--- src/rtl/trimmed_moving_average_scale_assert.svh ---
// assertion macros for the trimmed moving average scale block
// no dependencies; include once per file that checks its own logic
`ifndef TRIMMED_MOVING_AVERAGE_SCALE_ASSERT_SVH
`define TRIMMED_MOVING_AVERAGE_SCALE_ASSERT_SVH
`ifndef SYNTHESIS
// checked only out of reset
`define TMAS_ASSERT(lbl, clk, rst_n, prop) \
    lbl: assert property (@(posedge clk) disable iff (!rst_n) prop) \
    else $error("tmas: assertion failed");
// checked at every edge, reset included
`define TMAS_ASSERT_ALWAYS(lbl, clk, prop) \
    lbl: assert property (@(posedge clk) prop) \
    else $error("tmas: assertion failed");
`else
`define TMAS_ASSERT(lbl, clk, rst_n, prop)
`define TMAS_ASSERT_ALWAYS(lbl, clk, prop)
`endif
`endif

--- src/rtl/tmas_pkg.sv ---
// shared types and constants for the trimmed moving average scale block
// no dependencies
package tmas_pkg;

    // field widths
    localparam int SAMPLE_W      = 24;
    localparam int VALUE_W       = 32;
    localparam int CFG_W         = 32;
    localparam int CFG_IDX_W     = 2;
    localparam int FRAC_W        = 24;
    localparam int PROD_W        = 2 * CFG_W;
    localparam int WIN_DEPTH_DEF = 16;

    localparam logic [CFG_W-1:0] GAIN_RESET = 32'h0100_0000;

    // configuration register indexes
    localparam logic [CFG_IDX_W-1:0] CFG_RAW_MODE    = 2'd0;
    localparam logic [CFG_IDX_W-1:0] CFG_ZERO_OFFSET = 2'd1;
    localparam logic [CFG_IDX_W-1:0] CFG_GAIN_RECIP  = 2'd2;

    // window sequencer
    typedef enum logic [2:0] {
        W_CLEAR,
        W_IDLE,
        W_READ,
        W_SCAN,
        W_LAST,
        W_DONE
    } t_win_state;

    // top level sequencer
    typedef enum logic [2:0] {
        ST_IDLE,
        ST_WIN,
        ST_DIV,
        ST_SCALE,
        ST_OUT
    } t_top_state;

    // window status toward the top level
    typedef struct packed {
        logic ready;
        logic done;
    } t_win_stat;

endpackage

--- src/rtl/tmas_scale.sv ---
// offset, gain multiply and saturation of the trimmed mean, or its raw pass-through
// depends on tmas_pkg
module tmas_scale import tmas_pkg::*; (
    input  logic                       i_clk,
    input  logic                       i_rst_n,
    input  logic                       i_start,
    input  logic signed [SAMPLE_W-1:0] i_mean,
    input  logic                       i_raw_mode,
    input  logic signed [CFG_W-1:0]    i_zero_offset,
    input  logic [CFG_W-1:0]           i_gain_recip,
    output logic                       o_done,
    output logic signed [VALUE_W-1:0]  o_value
);

    localparam int HI_W = PROD_W - FRAC_W;
    localparam logic [HI_W-1:0] POS_LIMIT = HI_W'(32'h7fff_ffff);

    logic [2:0]                 r_vld;
    logic                       r_neg;
    logic [CFG_W-1:0]           r_mag;
    logic signed [SAMPLE_W-1:0] r_mean;
    logic [PROD_W-1:0]          r_prod;
    logic signed [VALUE_W-1:0]  r_value;

    logic signed [CFG_W:0] diff;
    logic [CFG_W:0]        diff_abs;
    logic [HI_W-1:0]       prod_hi;
    logic signed [VALUE_W-1:0] n_value;

    // mean less offset, split into sign and magnitude
    assign diff     = (CFG_W + 1)'(i_mean) - (CFG_W + 1)'(i_zero_offset);
    assign diff_abs = diff[CFG_W] ? (CFG_W + 1)'(-diff) : diff;

    // drop the fraction and saturate, or pass the mean through in raw mode
    assign prod_hi = r_prod[PROD_W-1:FRAC_W];
    always_comb begin
        if (i_raw_mode) begin
            n_value = VALUE_W'(r_mean);
        end else if (r_neg) begin
            if (prod_hi > POS_LIMIT) begin
                n_value = $signed({1'b1, {(VALUE_W-1){1'b0}}});
            end else begin
                n_value = $signed(VALUE_W'(-prod_hi[VALUE_W-1:0]));
            end
        end else if (prod_hi > POS_LIMIT) begin
            n_value = $signed({1'b0, {(VALUE_W-1){1'b1}}});
        end else begin
            n_value = $signed(prod_hi[VALUE_W-1:0]);
        end
    end

    // stage valids
    always_ff @(posedge i_clk) begin
        if (!i_rst_n) begin
            r_vld <= '0;
        end else begin
            r_vld <= {r_vld[1:0], i_start};
        end
    end

    // stage data
    always_ff @(posedge i_clk) begin
        if (i_start) begin
            r_neg  <= diff[CFG_W];
            r_mag  <= diff_abs[CFG_W-1:0];
            r_mean <= i_mean;
        end
        if (r_vld[0]) begin
            r_prod <= PROD_W'(r_mag) * PROD_W'(i_gain_recip);
        end
        if (r_vld[1]) begin
            r_value <= n_value;
        end
    end

    assign o_done  = r_vld[2];
    assign o_value = r_value;

endmodule

--- config.mk ---
export PLATFORM = sky130hd
export DESIGN_NAME = tmas_scale
export DESIGN_NICKNAME = d
export VERILOG_FILES = /design/src/rtl/trimmed_moving_average_scale_assert.svh /design/src/rtl/tmas_pkg.sv /design/src/rtl/tmas_scale.sv
export SDC_FILE = /design/constraint.sdc
export NUM_CORES = 2
export LEC_CHECK = 0
export ABC_AREA = 1
export BUFFER_PORTS_ARGS = -buffer_cell sky130_fd_sc_hd__buf_2
export CAP_MARGIN = 0
export CELL_PAD_IN_SITES_DETAIL_PLACEMENT = 1
export CELL_PAD_IN_SITES_GLOBAL_PLACEMENT = 1
export CORE_MARGIN = 1
export CORE_UTILIZATION = 39
export CTS_CLUSTER_DIAMETER = 80
export DETAILED_ROUTE_END_ITERATION = 8
export PLACE_DENSITY = 0.72
export SLEW_MARGIN = 5
export SYNTH_ARGS = -nofsm -noshare
export SYNTH_HDL_FRONTEND = slang
export SYNTH_SLANG_ARGS = --single-unit
export TNS_END_PERCENT = 10
--- constraint.sdc ---
create_clock -name i_clk -period 16.7 [get_ports i_clk]
set_clock_uncertainty 0.2 [all_clocks]
set_input_delay 1.67 -clock i_clk [delete_from_list [all_inputs] [get_ports i_clk]]
set_output_delay 1.67 -clock i_clk [all_outputs]
set_load 0.01 [all_outputs]
== Word level (Yosys, flattened, before mapping) ==
Cells that the tools add are included.
Storage, ports and cells
  flip-flop bits (word level): 156
  bits of input ports: 92
  output and inout port bits: 33
Cells by class
  add/sub/neg operators: 3
  multiply operators: 1
  magnitude comparators: 1
  multiplexer cells: 5
Operators with widths (number)
  32-bit 2-to-1 mux: 5
  32-bit by 32-bit multiplier with 64-bit output: 1
  32-bit negator: 2
  40-bit by 31-bit > comparator with 1-bit output (second input constant): 1
  24-bit by 32-bit subtractor with 33-bit output: 1

== Longest topological paths before layout ==
  depth after elaboration: 4
  mapped depth: 32

== Least setup slack after synthesis ==
No wires, ideal clock.
  kind: input port to flip-flop
  start point: input port i_gain_recip[2]
  end point: register r_prod[52], data pin
  setup time: 0.262 ns
  arrival: 7.547 ns
  slack: 8.691 ns
  cell stages on the path: 24
  path buffers: 1
  path through: clkbuf_1 > nand2_1 > fa_1 > inv_1 > fa_1 > inv_1 > fa_1 > fa_1 > inv_1 > fa_1 > fa_1 > fa_1 > inv_1 > fa_1 > inv_1 > ha_1 > a21oi_1 > inv_1 > a21oi_1 > inv_1 > a21oi_1 > a21boi_0 > o21ai_1 > xor2_1
On the way
  longest elaborated chain between the ends: 1
RTL lines
  from (decl): line tmas_scale.sv:10  | input logic [CFG_W-1:0] i_gain_recip,
  32-bit by 32-bit multiplier with 64-bit output: line tmas_scale.sv:69  | r_prod <= PROD_W'(r_mag) * PROD_W'(i_gain_recip);
  to (signal assigned): line tmas_scale.sv:69
  to (decl): line tmas_scale.sv:22  | logic [PROD_W-1:0] r_prod;
No other way between the ends.
A chain may end at the register's enable or synchronous reset.

== Worst setup path in the final report ==
  start point: input port i_gain_recip[9]
  end point: register r_prod[48], data pin
Same word-level chain as after synthesis.

==> impl_metrics.csv <==
group,metric,value,unit
sta,tns,0,ns
clock_network,cts.sinks,132,
synthesis,yosys.area.top_type_share,41.3,%
global_routing,grt-ovfl-total,0,
synthesis,synth_top_cells_by_count,"inv_1, nand2_1, fa_1, ha_1, nor2_1",
sta,drv_slew,0,
setup_path,ff2ff_setup_slack,8.32,ns
synthesis,postSynthCellCount,5694,
floorplan,ioPinCount,125,
synthesis,syn-num-nets,6976,
detailed_routing,vias_per_cell,4.91,
setup_path,cp_cell_sequence,"buf_2, nand2_1, inv_1, fa_1, fa_1, inv_1, fa_1, fa_1, inv_1, fa_1, fa_1, fa_1, fa_1, ha_1, nand2_1, o21a_1, o21ai_0, o21bai_1, a21oi_1, o21ai_0, xor2_1",
detailed_routing,first_pass_iters,6,
clock_network,ctsHtreeMaxLevel,4,
global_routing,grt_use_met2,46.7,%
detailed_routing,vias,35142,
global_routing,grt_pass1_vias,39865,
setup_path,r2r_end,"r_prod[48]",
setup_path,worstSetupPathDepth,21,
sta,rsz0062_at_grt,"no",
layout,fillers,13791,
place,dp_slack,7.16,ns
sta,worst_slack,7.53,ns
setup_path,crit_path_frequent_cell,"fa_1",
synthesis,synth_flop_cell,"edfxtp_1",
sta,fin_crit_sh,54.9,%
layout,drive_gt1_share,4.17,%
run,cap_violations,0,
place,gp_congestion,0.924,
detailed_routing,drc,0,
hold_path,worstHoldPathType,"reg -> reg",
setup_path,crit_fanout,32,
floorplan,coreArea,110000,µm²
global_routing,met1_usage,31.8,%
global_routing,grt_use_total,25.4,%
synthesis,synth.most_common_cell,"inv_1",
synthesis,syn_avg_cell_area,7.62,µm²
sta,hold_violations,0,
setup_path,worstRegToRegCells,21,
setup_path,crit_path_top_delay_cell,"buf_2",
place,io_buffers,124,
setup_path,critPathCapture,"r_prod[48]",
clock_network,clk_pin_slew_worst_paths,0.06,ns
place,hpwl,112,mm
sta,period_needed,9.17,ns
floorplan,chipWidth,336,µm
setup_path,critPathBufInv,4,
sta,fmax,0.109,GHz
sta,slew_headroom,27.4,%
synthesis,yosysSeqAreaShare,9.07,%
status,outcome,"finished, final reports clean",
synthesis,yosys_warnings,0,
clock_network,cts_setup_buffers,0,
clock_network,holdBufCountCts,0,
layout,syn_to_final_growth,5.84,%
clock_network,cts_resized,0,
global_routing,busiest_layer,"met2",
setup_path,worstSetupEndpointType,"flop",
synthesis,async_flop_share,0,%
synthesis,syn-cell-area,43400,µm²
setup_path,cp_data_arrival_time,9.18,ns
clock_network,insertion_delay,0.44,ns
setup_path,r2r_start,"r_mag[14]",
detailed_routing,routedWlPerCell,19.3,µm
setup_path,worst_ep_required_time,16.71,ns
global_routing,grt_start_max_net_pins,59,
global_routing,grt_pass1_wl,221,mm
clock_network,cts_buffer_depth,2,
layout,utilization,41.9,%
sta,tightest_slew,1.09,ns
setup_path,cp_top_family,"adder cells",
floorplan,die-height,336,µm
clock_network,clockRootBuffer,"clkbuf_16",
synthesis,synth.distinct_cells,50,
setup_path,startpoint,"i_gain_recip[9]",
synthesis,ys_seq_elements,132,
setup_path,path_class,"in -> reg",
floorplan,dieArea,113000,µm²
place,place_inst,7121,
setup_path,slowest_delay,0.66,ns
layout,nNetsFinal,6946,
detailed_routing,drtIter0Drc,1694,
global_routing,grt_antenna_before_repair,5,
setup_path,startpoint_type,"input pin",
clock_network,cts_buffers,17,
detailed_routing,drt_wl_total,138,mm
sta,setup_viol,0,
layout,final_cells,7155,
global_routing,grtUsageMet3,1.59,%
synthesis,yosys.area.top_type,"fa_1",
detailed_routing,ant_nets,0,
clock_network,cts_tree,"yes",
synthesis,synth_area_leaders,"fa_1, inv_1, nand2_1",
floorplan,rows,121,
floorplan,start_util,39.6,%
synthesis,synth_enable_flop_cells,129,
## logic make-up (layout without fill, tap and decap cells)
kind of cell	after synthesis	in the layout	share of synthesized area, %
compound gates	275	275	3.52
xor+xnor	99	99	2.03
fa+ha+maj	1190	1190	49.8
buf+inv	2033	2016	17.7
flops	132	132	9.07
other cells	0	2	0
simple gates	1965	1965	17.9
## cell usage in the layout, fill, tap and decap left out, types with 23 or more instances in the layout
| cell type | netlist | final |
|---|---|---|
| a21oi_1 | 123 | 123 |
| buf_2 | 0 | 124 |
| buf_4 | 1 | 35 |
| edfxtp_1 | 129 | 129 |
| fa_1 | 896 | 896 |
| ha_1 | 294 | 294 |
| inv_1 | 1817 | 1817 |
| nand2_1 | 1548 | 1548 |
| nand3_1 | 85 | 85 |
| nand4_1 | 23 | 23 |
| nor2_1 | 234 | 234 |
| nor3_1 | 25 | 25 |
| o21ai_0 | 76 | 76 |
| xnor2_1 | 36 | 36 |
| xor2_1 | 61 | 61 |
## layer usage
layer	vias up	share of wire, %
met4	2	3.2
met1	18306	42
met5	-	0.0094
li1	15966	-
met2	680	52
met3	188	3.2
## how the worst min path moves through the flow
stage	startpoint	to	slack (ns)	cells past startpoint
after detailed placement	r_vld[1]	o_value[1]	0.25	0
after CTS	r_vld[1]	o_value[1]	0.27	0
after global placement	r_vld[1]	o_value[1]	0.25	0
after floorplan	r_mean[12]	o_value[12]	0.29	2
final	r_vld[1]	o_value[1]	0.27	0
after global routing	r_vld[1]	o_value[1]	0.27	0
## per-stage QoR
step | area (µm²) | hold WS (ns)
2_1_floorplan | 43400 | 0.295
3_3_place_gp | 45300 | 0.246
3_5_place_dp | 45300 | 0.251
4_1_cts | 45900 | 0.269
5_1_grt | 45900 | 0.272
6_report | 45900 | 0.268
## sequential cells by signal, summed over array words and instances (netlist names)
| register | flops |
|---|---|
| o_value | 32 |
| r_mean | 24 |
| r_prod | 40 |
| r_neg | 1 |
| r_vld | 3 |
| r_mag | 32 |
## layout make-up
type,count,area (µm²),share of cell area [%]
Sequential cell,132,3940,8.57
Antenna cell,2,5.00,0.0109
Tap cell,1476,1850,4.02
Multi-Input combinational cell,3529,31800,69.2
Timing Repair Buffer,159,883,1.92
Clock inverter,14,175,0.381
Inverter,1825,6850,14.9
Clock buffer,18,429,0.935
Power is not shown: default switching activity piles up to over one toggle a cycle in this logic, so the estimate is an artifact.
