### src/rtl/trimmed_moving_average_scale_assert.svh
// assertion macros for the trimmed moving average scale block
// no dependencies; include once per file that checks its own logic
`ifndef TRIMMED_MOVING_AVERAGE_SCALE_ASSERT_SVH
`define TRIMMED_MOVING_AVERAGE_SCALE_ASSERT_SVH
`ifndef SYNTHESIS
// checked only out of reset
`define TMAS_ASSERT(lbl, clk, rst_n, prop) \
    lbl: assert property (@(posedge clk) disable iff (!rst_n) prop) \
    else $error("tmas: assertion failed");
// checked at every edge, reset included
`define TMAS_ASSERT_ALWAYS(lbl, clk, prop) \
    lbl: assert property (@(posedge clk) prop) \
    else $error("tmas: assertion failed");
`else
`define TMAS_ASSERT(lbl, clk, rst_n, prop)
`define TMAS_ASSERT_ALWAYS(lbl, clk, prop)
`endif
`endif

### src/rtl/tmas_pkg.sv
// shared types and constants for the trimmed moving average scale block
// no dependencies
package tmas_pkg;

    // field widths
    localparam int SAMPLE_W      = 24;
    localparam int VALUE_W       = 32;
    localparam int CFG_W         = 32;
    localparam int CFG_IDX_W     = 2;
    localparam int FRAC_W        = 24;
    localparam int PROD_W        = 2 * CFG_W;
    localparam int WIN_DEPTH_DEF = 16;

    localparam logic [CFG_W-1:0] GAIN_RESET = 32'h0100_0000;

    // configuration register indexes
    localparam logic [CFG_IDX_W-1:0] CFG_RAW_MODE    = 2'd0;
    localparam logic [CFG_IDX_W-1:0] CFG_ZERO_OFFSET = 2'd1;
    localparam logic [CFG_IDX_W-1:0] CFG_GAIN_RECIP  = 2'd2;

    // window sequencer
    typedef enum logic [2:0] {
        W_CLEAR,
        W_IDLE,
        W_READ,
        W_SCAN,
        W_LAST,
        W_DONE
    } t_win_state;

    // top level sequencer
    typedef enum logic [2:0] {
        ST_IDLE,
        ST_WIN,
        ST_DIV,
        ST_SCALE,
        ST_OUT
    } t_top_state;

    // window status toward the top level
    typedef struct packed {
        logic ready;
        logic done;
    } t_win_stat;

endpackage

### src/rtl/tmas_ram.sv
// generic single-port-write, single-port-read ram with registered read data
// no dependencies
module tmas_ram #(
    parameter int WIDTH = 24,
    parameter int DEPTH = 16,
    localparam int AW   = $clog2(DEPTH)
) (
    input  logic             i_clk,
    input  logic             i_wr_en,
    input  logic [AW-1:0]    i_wr_addr,
    input  logic [WIDTH-1:0] i_wr_data,
    input  logic             i_rd_en,
    input  logic [AW-1:0]    i_rd_addr,
    output logic [WIDTH-1:0] o_rd_data
);

    logic [WIDTH-1:0] r_mem [DEPTH];
    logic [WIDTH-1:0] r_rd_data;

    // write port
    always_ff @(posedge i_clk) begin
        if (i_wr_en) begin
            r_mem[i_wr_addr] <= i_wr_data;
        end
    end

    // registered read port
    always_ff @(posedge i_clk) begin
        if (i_rd_en) begin
            r_rd_data <= r_mem[i_rd_addr];
        end
    end

    assign o_rd_data = r_rd_data;

endmodule

### src/rtl/tmas_window.sv
// sample window: ram, running sum, oldest pointer and max/min scan
// depends on tmas_pkg and tmas_ram
module tmas_window import tmas_pkg::*; #(
    parameter int WINDOW_DEPTH = WIN_DEPTH_DEF,
    localparam int AW = $clog2(WINDOW_DEPTH),
    localparam int SW = SAMPLE_W + AW
) (
    input  logic                 i_clk,
    input  logic                 i_rst_n,
    input  logic                 i_start,
    input  logic [SAMPLE_W-1:0]  i_sample,
    output t_win_stat            o_stat,
    output logic signed [SW-1:0] o_trim_sum
);

    localparam logic [AW-1:0] LAST_ADDR = AW'(WINDOW_DEPTH - 1);

    t_win_state r_state, n_state;
    logic [AW-1:0] r_ptr, r_clr_addr, r_scan_addr;
    logic signed [SW-1:0] r_sum;
    logic [SAMPLE_W-1:0] r_sample;
    logic signed [SAMPLE_W-1:0] r_hi, r_lo;
    logic r_rd_vld, r_rd_first;

    logic                ram_wr_en, ram_rd_en;
    logic [AW-1:0]       ram_wr_addr, ram_rd_addr;
    logic [SAMPLE_W-1:0] ram_wr_data, ram_rd_data;
    logic signed [SAMPLE_W-1:0] rd_s;

    assign rd_s = $signed(ram_rd_data);

    tmas_ram #(
        .WIDTH (SAMPLE_W),
        .DEPTH (WINDOW_DEPTH)
    ) u_ram (
        .i_clk     (i_clk),
        .i_wr_en   (ram_wr_en),
        .i_wr_addr (ram_wr_addr),
        .i_wr_data (ram_wr_data),
        .i_rd_en   (ram_rd_en),
        .i_rd_addr (ram_rd_addr),
        .o_rd_data (ram_rd_data)
    );

    // next state
    always_comb begin
        n_state = r_state;
        case (r_state)
            W_CLEAR: if (r_clr_addr == LAST_ADDR) n_state = W_IDLE;
            W_IDLE:  if (i_start) n_state = W_READ;
            W_READ:  n_state = W_SCAN;
            W_SCAN:  if (r_scan_addr == LAST_ADDR) n_state = W_LAST;
            W_LAST:  n_state = W_DONE;
            W_DONE:  n_state = W_IDLE;
            default: n_state = W_CLEAR;
        endcase
    end

    // ram controls and status
    always_comb begin
        ram_wr_en   = 1'b0;
        ram_wr_addr = r_ptr;
        ram_wr_data = r_sample;
        ram_rd_en   = 1'b0;
        ram_rd_addr = r_ptr;
        o_stat      = '0;
        case (r_state)
            W_CLEAR: begin
                ram_wr_en   = 1'b1;
                ram_wr_addr = r_clr_addr;
                ram_wr_data = '0;
            end
            W_IDLE: begin
                ram_rd_en    = i_start;
                o_stat.ready = 1'b1;
            end
            W_READ: begin
                ram_wr_en = 1'b1;
            end
            W_SCAN: begin
                ram_rd_en   = 1'b1;
                ram_rd_addr = r_scan_addr;
            end
            W_DONE: begin
                o_stat.done = 1'b1;
            end
            default: begin
                ram_wr_en = 1'b0;
            end
        endcase
    end

    // control registers
    always_ff @(posedge i_clk) begin
        if (!i_rst_n) begin
            r_state    <= W_CLEAR;
            r_ptr      <= '0;
            r_clr_addr <= '0;
            r_sum      <= '0;
            r_rd_vld   <= 1'b0;
        end else begin
            r_state  <= n_state;
            r_rd_vld <= (r_state == W_SCAN);
            if (r_state == W_CLEAR) begin
                r_clr_addr <= r_clr_addr + 1'b1;
            end
            // drop the oldest, add the newest, advance the pointer
            if (r_state == W_READ) begin
                r_sum <= r_sum - SW'(rd_s) + SW'($signed(r_sample));
                r_ptr <= (r_ptr == LAST_ADDR) ? '0 : r_ptr + 1'b1;
            end
        end
    end

    // scan address, sample and extremes
    always_ff @(posedge i_clk) begin
        r_rd_first <= (r_scan_addr == '0);
        if (r_state == W_READ) begin
            r_scan_addr <= '0;
        end else if (r_state == W_SCAN) begin
            r_scan_addr <= r_scan_addr + 1'b1;
        end
        if (r_state == W_IDLE && i_start) begin
            r_sample <= i_sample;
        end
        if (r_rd_vld) begin
            if (r_rd_first) begin
                r_hi <= rd_s;
                r_lo <= rd_s;
            end else begin
                if (rd_s > r_hi) r_hi <= rd_s;
                if (rd_s < r_lo) r_lo <= rd_s;
            end
        end
    end

    // sum less the extremes
    assign o_trim_sum = r_sum - SW'(r_hi) - SW'(r_lo);

endmodule

### config.mk
export PLATFORM = sky130hd
export DESIGN_NAME = tmas_window
export DESIGN_NICKNAME = d
export VERILOG_FILES = /design/src/rtl/trimmed_moving_average_scale_assert.svh /design/src/rtl/tmas_pkg.sv /design/src/rtl/tmas_ram.sv /design/src/rtl/tmas_window.sv
export SDC_FILE = /design/constraint.sdc
export NUM_CORES = 1
export LEC_CHECK = 0
export BUFFER_PORTS_ARGS = -buffer_cell sky130_fd_sc_hd__buf_2
export CAP_MARGIN = 20
export CORE_MARGIN = 10
export CORE_UTILIZATION = 55
export CTS_CLUSTER_DIAMETER = 120
export CTS_CLUSTER_SIZE = 25
export DETAILED_ROUTE_END_ITERATION = 8
export GPL_TIMING_DRIVEN = 0
export PLACE_DENSITY = 0.8
export SYNTH_ARGS = -nofsm -noshare
export SYNTH_HDL_FRONTEND = slang
export SYNTH_HIERARCHICAL = 1
export SYNTH_SLANG_ARGS = --single-unit
### constraint.sdc
create_clock -name i_clk -period 5.1 [get_ports i_clk]
set_input_delay 1.02 -clock i_clk [delete_from_list [all_inputs] [get_ports i_clk]]
set_output_delay 1.02 -clock i_clk [all_outputs]
set_load 0.01 [all_outputs]
### Yosys cells after proc, flatten, opt, wreduce, memory -nomap -nowiden

Memory sizes are Yosys's and may differ from the RTL's. A register that Yosys moved wholly into a read port is not among the register bits.
Index checks and enable logic that the tools add are counted.

| storage, ports and cells | value |
|---|---|
| bits of input ports | 27 |
| bits in writable memories | 384 |
| flip-flop bits (word level) | 117 |
| memories kept | 1 |
| logic and storage cells | 58 |
| output and inout bits | 30 |

| operators by class | value |
|---|---|
| reductions and logical operators | 9 |
| equal/unequal tests | 11 |
| order comparisons | 2 |
| mux-type cells | 18 |
| add/subtract/negate cells | 7 |

Memories:

| name | depth | width | rd ports | clocked after memory_dff | write ports | line | source |
|---|---|---|---|---|---|---|---|
| u_ram.r_mem | 16 | 24 | 1 | 1 | 1 | tmas_ram.sv:17 | `logic [WIDTH-1:0] r_mem [DEPTH];` |

Operators by type and width:

| operator | count |
|---|---|
| 24-bit 2-to-1 mux | 5 |
| 28-bit by 24-bit subtractor with 28-bit output | 3 |
| 28-bit by 24-bit adder with 28-bit output | 1 |
| 24-bit > comparator | 1 |
| 24-bit < comparator | 1 |
| 3-bit one-hot mux with 6 select lines | 1 |
| 4-bit by 1-bit adder with 4-bit output, second input constant | 3 |
| 4-bit == test, second input constant | 3 |
| 4-bit 2-to-1 mux | 3 |
| 3-bit 2-to-1 mux | 3 |
| 3-bit by 2-bit == test with 1-bit output, second input constant | 2 |
| 3-bit == test, second input constant | 2 |
| 2-bit != test, second input constant | 3 |
| 1-bit 2-to-1 mux | 5 |
| 4-bit zero test | 1 |
| 2-bit AND reduction | 2 |
| 2-bit nonzero test | 2 |
| 3-bit by 1-bit == test with 1-bit output, second input constant | 1 |
| 3-bit zero test | 1 |
| 3-bit AND reduction | 1 |
| 1-bit one-hot mux with 2 select lines | 1 |
| 2-bit OR reduction | 1 |
| 1-bit logical AND | 1 |

### Logic depth before layout (Yosys ltp)

| logic depth | value |
|---|---|
| depth after elaboration | 5 |
| mapped depth | 13 |
| depth with buffers taken out | 13 |

### Cells and area by module

The synthesis kept the hierarchy.

Modules (own cells, without submodules):

| module | area each (um^2) | seq. area each (um^2) | cells each | instances |
|---|---|---|---|---|
| tmas_ram | 15170.8 | 12251.8 | 636 | 1 |
| tmas_window | 9649.3 | 3062.9 | 1047 | 1 |

### Worst setup path before layout

OpenSTA, ideal clock, no wires.

| timing path | value |
|---|---|
| kind | flip-flop to flip-flop |
| start point | register r_state[2] |
| end point | memory u_ram.r_mem[0][0], enable pin |
| buffers on the path | 1 |
| cell stages (with the launch flop) | 7 |
| arrival | 3.802 ns |
| setup slack | 0.863 ns |
| path through | dfxtp_1 > or2_2 > nor2_1 > clkbuf_1 > mux2_2 > or3b_2 > nor3_1 |

RTL lines:

| what | line | source |
|---|---|---|
| start, declared | tmas_window.sv:18 | `t_win_state r_state, n_state;` |
| start signal, assigned | tmas_window.sv:102 | `r_state <= n_state;` |
| 3-bit zero test | tmas_window.sv:67 | `case (r_state)` |
| 4-bit 2-to-1 mux | tmas_window.sv:67 |  |
| named net ram_wr_addr[2] | tmas_window.sv:26 | `logic [AW-1:0] ram_wr_addr, ram_rd_addr;` |
| end, declared | tmas_ram.sv:17 |  |

The timed path passes the listed nets, and every way through them passes these cells.

### Worst setup path after layout

| timing path | value |
|---|---|
| start point | register r_hi[2] |
| end point | output port o_trim_sum[25] |

| on the way | value |
|---|---|
| longest elaborated chain between the ends | 2 |

RTL lines:

| what | line | source |
|---|---|---|
| start, declared | tmas_window.sv:22 | `logic signed [SAMPLE_W-1:0] r_hi, r_lo;` |
| start signal, assigned | tmas_window.sv:128 | `r_hi <= rd_s;` |
| start signal, assigned | tmas_window.sv:131 | `if (rd_s > r_hi) r_hi <= rd_s;` |
| 28-bit by 24-bit subtractor with 28-bit output (2 in series) | tmas_window.sv:138 | `assign o_trim_sum = r_sum - SW'(r_hi) - SW'(r_lo);` |
| end, declared | tmas_window.sv:13 | `output logic signed [SW-1:0] o_trim_sum` |

No other way between the ends.

==> summary.txt <==
Global route
  • First-pass GRT wire length: 84800 um
  • GRT overflow: 0
  • Initial antenna violation count: 0
  • Largest net degree at the start of global routing: 27
  • GRT Total Usage: 20.1%
  • Vias in the first global route: 14672

Run status
  • Status: completed

Routing
  • WL per Instance: 22.7 um
  • Initial DRC Count: 1323
  • DRC: 0
  • Antenna Violating Nets Remaining: 0
  • Via density: 6.02
  • Via count: 14442
  • DRT Pass-1 Iters: 5
  • Final Routed Wirelength: 54500 um

Clock tree
  • H-tree depth: 1
  • Hold_buf cts: 0
  • Clock-pin slew of the registers on the worst-case setup and hold paths: 0.10 ns
  • CTS tree: done
  • Clock tree buffer depth: 3
  • Clock sink total: 525
  • Clk_lat worst skew: 0.57 ns
  • CTS Buf Count: 24
  • Clk root buf: clkbuf_16

Logic synthesis
  • Fraction of registers with async set/reset: 0%
  • Syn_area_per_cell: 14.7 um2
  • Net count after synthesis: 1873
  • Predominant post-synthesis flop cell: edfxtp_1
  • Register area share after synthesis: 61.7%
  • EDFF count, synth: 480
  • Number of synthesized register bits: 525
  • Warnings, synthesis: 6
  • Syn Inst Count: 1683
  • Synth Cell Area: 24800 um2
  • Unique masters post-synth: 68

Die
  • # rows: between 70 and 80
  • IO Pins: 57
  • Die Ht: ~230 um
  • Core ar.: 44400 um2
  • Die Width: around 230 um
  • Full die area: 54000 um2
  • Starting density of the core: 55.9%

Setup path
  • Worst R2R End: u_ram/r_mem[0][17]
  • CP arrival: 3.95 ns
  • Setup crit end: o_trim_sum[25]
  • WP data required: 4.08 ns
  • Critical Path Start: r_hi[2]
  • Critical path endpoint category: output pin
  • Worst r2r path cells: 8
  • Worst R2R Start: r_state[2]
  • Startpoint types: flop
  • Crit-path max FO: 5
  • R2R setup slack: 1.08 ns
  • Worst Path Class, Setup: reg -> out

Place
  • Detailed Place HPWL: around 40000 um
  • Final Wtd Congestion: 0.943
  • Place WS: 0.452 ns
  • Port Buffer Count: between 50 and 60

Finish
  • Commonest non-fill, non-tap cells in the layout: edfxtp_1, inv_1, ha_1
  • Most common cell after layout, fill and taps aside: edfxtp_1
  • Seq. cell area: 15300 um2
  • Layout Nets: roughly 2000
  • Multi-input logic area: 8740 um2
  • Syn-to-layout area delta: 8.77%
  • Layout cell share with drive strength beyond 1: 14.4%
  • Finished Core Util: 60.8%
  • Filler Cell Count: 3211
  • Ant. Diodes: 0

Timing
  • Achievable Freq: a little over 200 MHz
  • Final worst slack: 0.134 ns
  • Fin. Hold Viols: 0
  • Tcrit/Tclk final: 97.4%
  • Worst slew margin: 28.0%
  • Clock Skew: 0.0236 ns
  • Max Slew Vio Count: 0
  • Post-route minimum period: 4.97 ns
  • Tightest Pin Transition: 1.08 ns
  • RSZ-0062 raised after global routing: no
  • Final setup fails: 0

Power and ir drop
  • Leakage power: between 0.009 and 0.01 uW
  • Pwr dens: 356 nW/um2
  • Pwr Total: 9620 uW
  • VDD IR max: 0.000310 V

Flow run
  • Max-Cap Viols: 0

Hold path
  • Min-delay worst type: reg -> reg
  • WHS Path Cells: 2
==> kinds of logic after synthesis <==
kind of cell	after synthesis	share of synthesized area, %
DFF	525	61.7
muxes	102	8.97
AOI/OAI and AO/OA	309	8.23
xor gates and xnor gates	53	1.87
buffers and inverters	231	3.70
and+or+nand+nor	300	5.68
adders and majority gates	163	9.85
==> worst min path at each step <==
stage / from / slack [ns] / endpoint
6_report: r_scan_addr[1] / 0.50 / r_scan_addr[1]
4_1_cts: r_scan_addr[1] / 0.50 / r_scan_addr[1]
2_1_floorplan: r_scan_addr[3] / 0.46 / r_rd_first
3_3_place_gp: r_scan_addr[1] / 0.47 / r_scan_addr[1]
3_5_place_dp: r_scan_addr[1] / 0.49 / r_scan_addr[1]
5_1_grt: r_scan_addr[1] / 0.53 / r_scan_addr[1]
==> per-layer routing <==
metal / part of all wire [%] / global-route usage [%] / vias to the layer above
li1: - / - / 6533
met1: 40 / 26.0 / 7299
met2: 51 / 35.3 / 510
met3: 6.3 / 2.62 / 100
met4: 2.6 / 5.27 / 0
met5: 0 / 0 / -
==> timing repair <==
item                       in CTS  in global routing
pin swaps                       0                  2
setup buffers                   0                  2
gates resized for setup         2                  6
setup endpoints to repair       1                  3
==> through the flow <==
stage                     TNS, ns  area (um2)  cells  hold slack (ns)
after CTS                       0       26900   2390            0.504
after detailed placement        0       26200   2347            0.490
after global routing            0       27000   2399            0.533
after global placement     -67.64       25800   2331            0.475
after floorplan                 0       24800   1683            0.461
final                           0       27000   2399            0.505
==> worst max-delay path: stages, from the launching register on <==
cell and delay (ns):
edfxtp_1 0.37, inv_1 0.13, fa_1 0.46, ha_1 0.41
o211ai_1 0.17, a211oi_2 0.30, nor2_1 0.12, o21ai_2 0.26
o31ai_2 0.13, a31oi_1 0.32, nor3_1 0.10, or3b_2 0.44
buf_2 0.15
==> synthesized netlist by cell type (all sizes together), types with 11 or more instances <==
library cell  number  area (um2)
a21oi             87         435
clkbuf            46         173
xnor2             30         263
a31oi             11        68.8
edfxtp           480       14400
a21o              52         390
nand2             95         357
a211oi            12        90.1
nand3             23         115
nand4             24         150
inv              169         634
ha               109        1360
o21ai             46         234
mux4              96        2160
a22oi             48         360
nor2              87         327
fa                54        1080
dfxtp             45         901
buf               15         106
xor2              23         201
nor3              14        70.1
==> layout make-up <==
class | instances | share of cell area [%]
tap | 592 | 2.74
clock inverter | 1 | 0.0603
buffer | 61 | 1.03
inverter | 170 | 2.36
multi-input combinational | 927 | 32.4
clock buffer | 42 | 2.47
timing repair buffer | 81 | 2.23
sequential | 525 | 56.7
==> state kept, by name, summed over array words and instances (netlist names) <==
register and cells:
u_ram/r_mem 384, r_sum 28, r_hi 24, r_lo 24, r_sample 24, u_ram/o_rd_data 24, r_clr_addr 4, r_ptr 4
r_scan_addr 4, r_state 3, r_rd_first 1, r_rd_vld 1
==> report_power, final <==
group,leakage [uW],total [uW],switching [uW],internal (uW)
sequential,0.00482,5450,153,5290
combinational,0.00478,2050,1300,755
clock,0.000324,2120,1220,902
total,0.00992,9620,2670,6950
(Power assumes the default switching activity.)
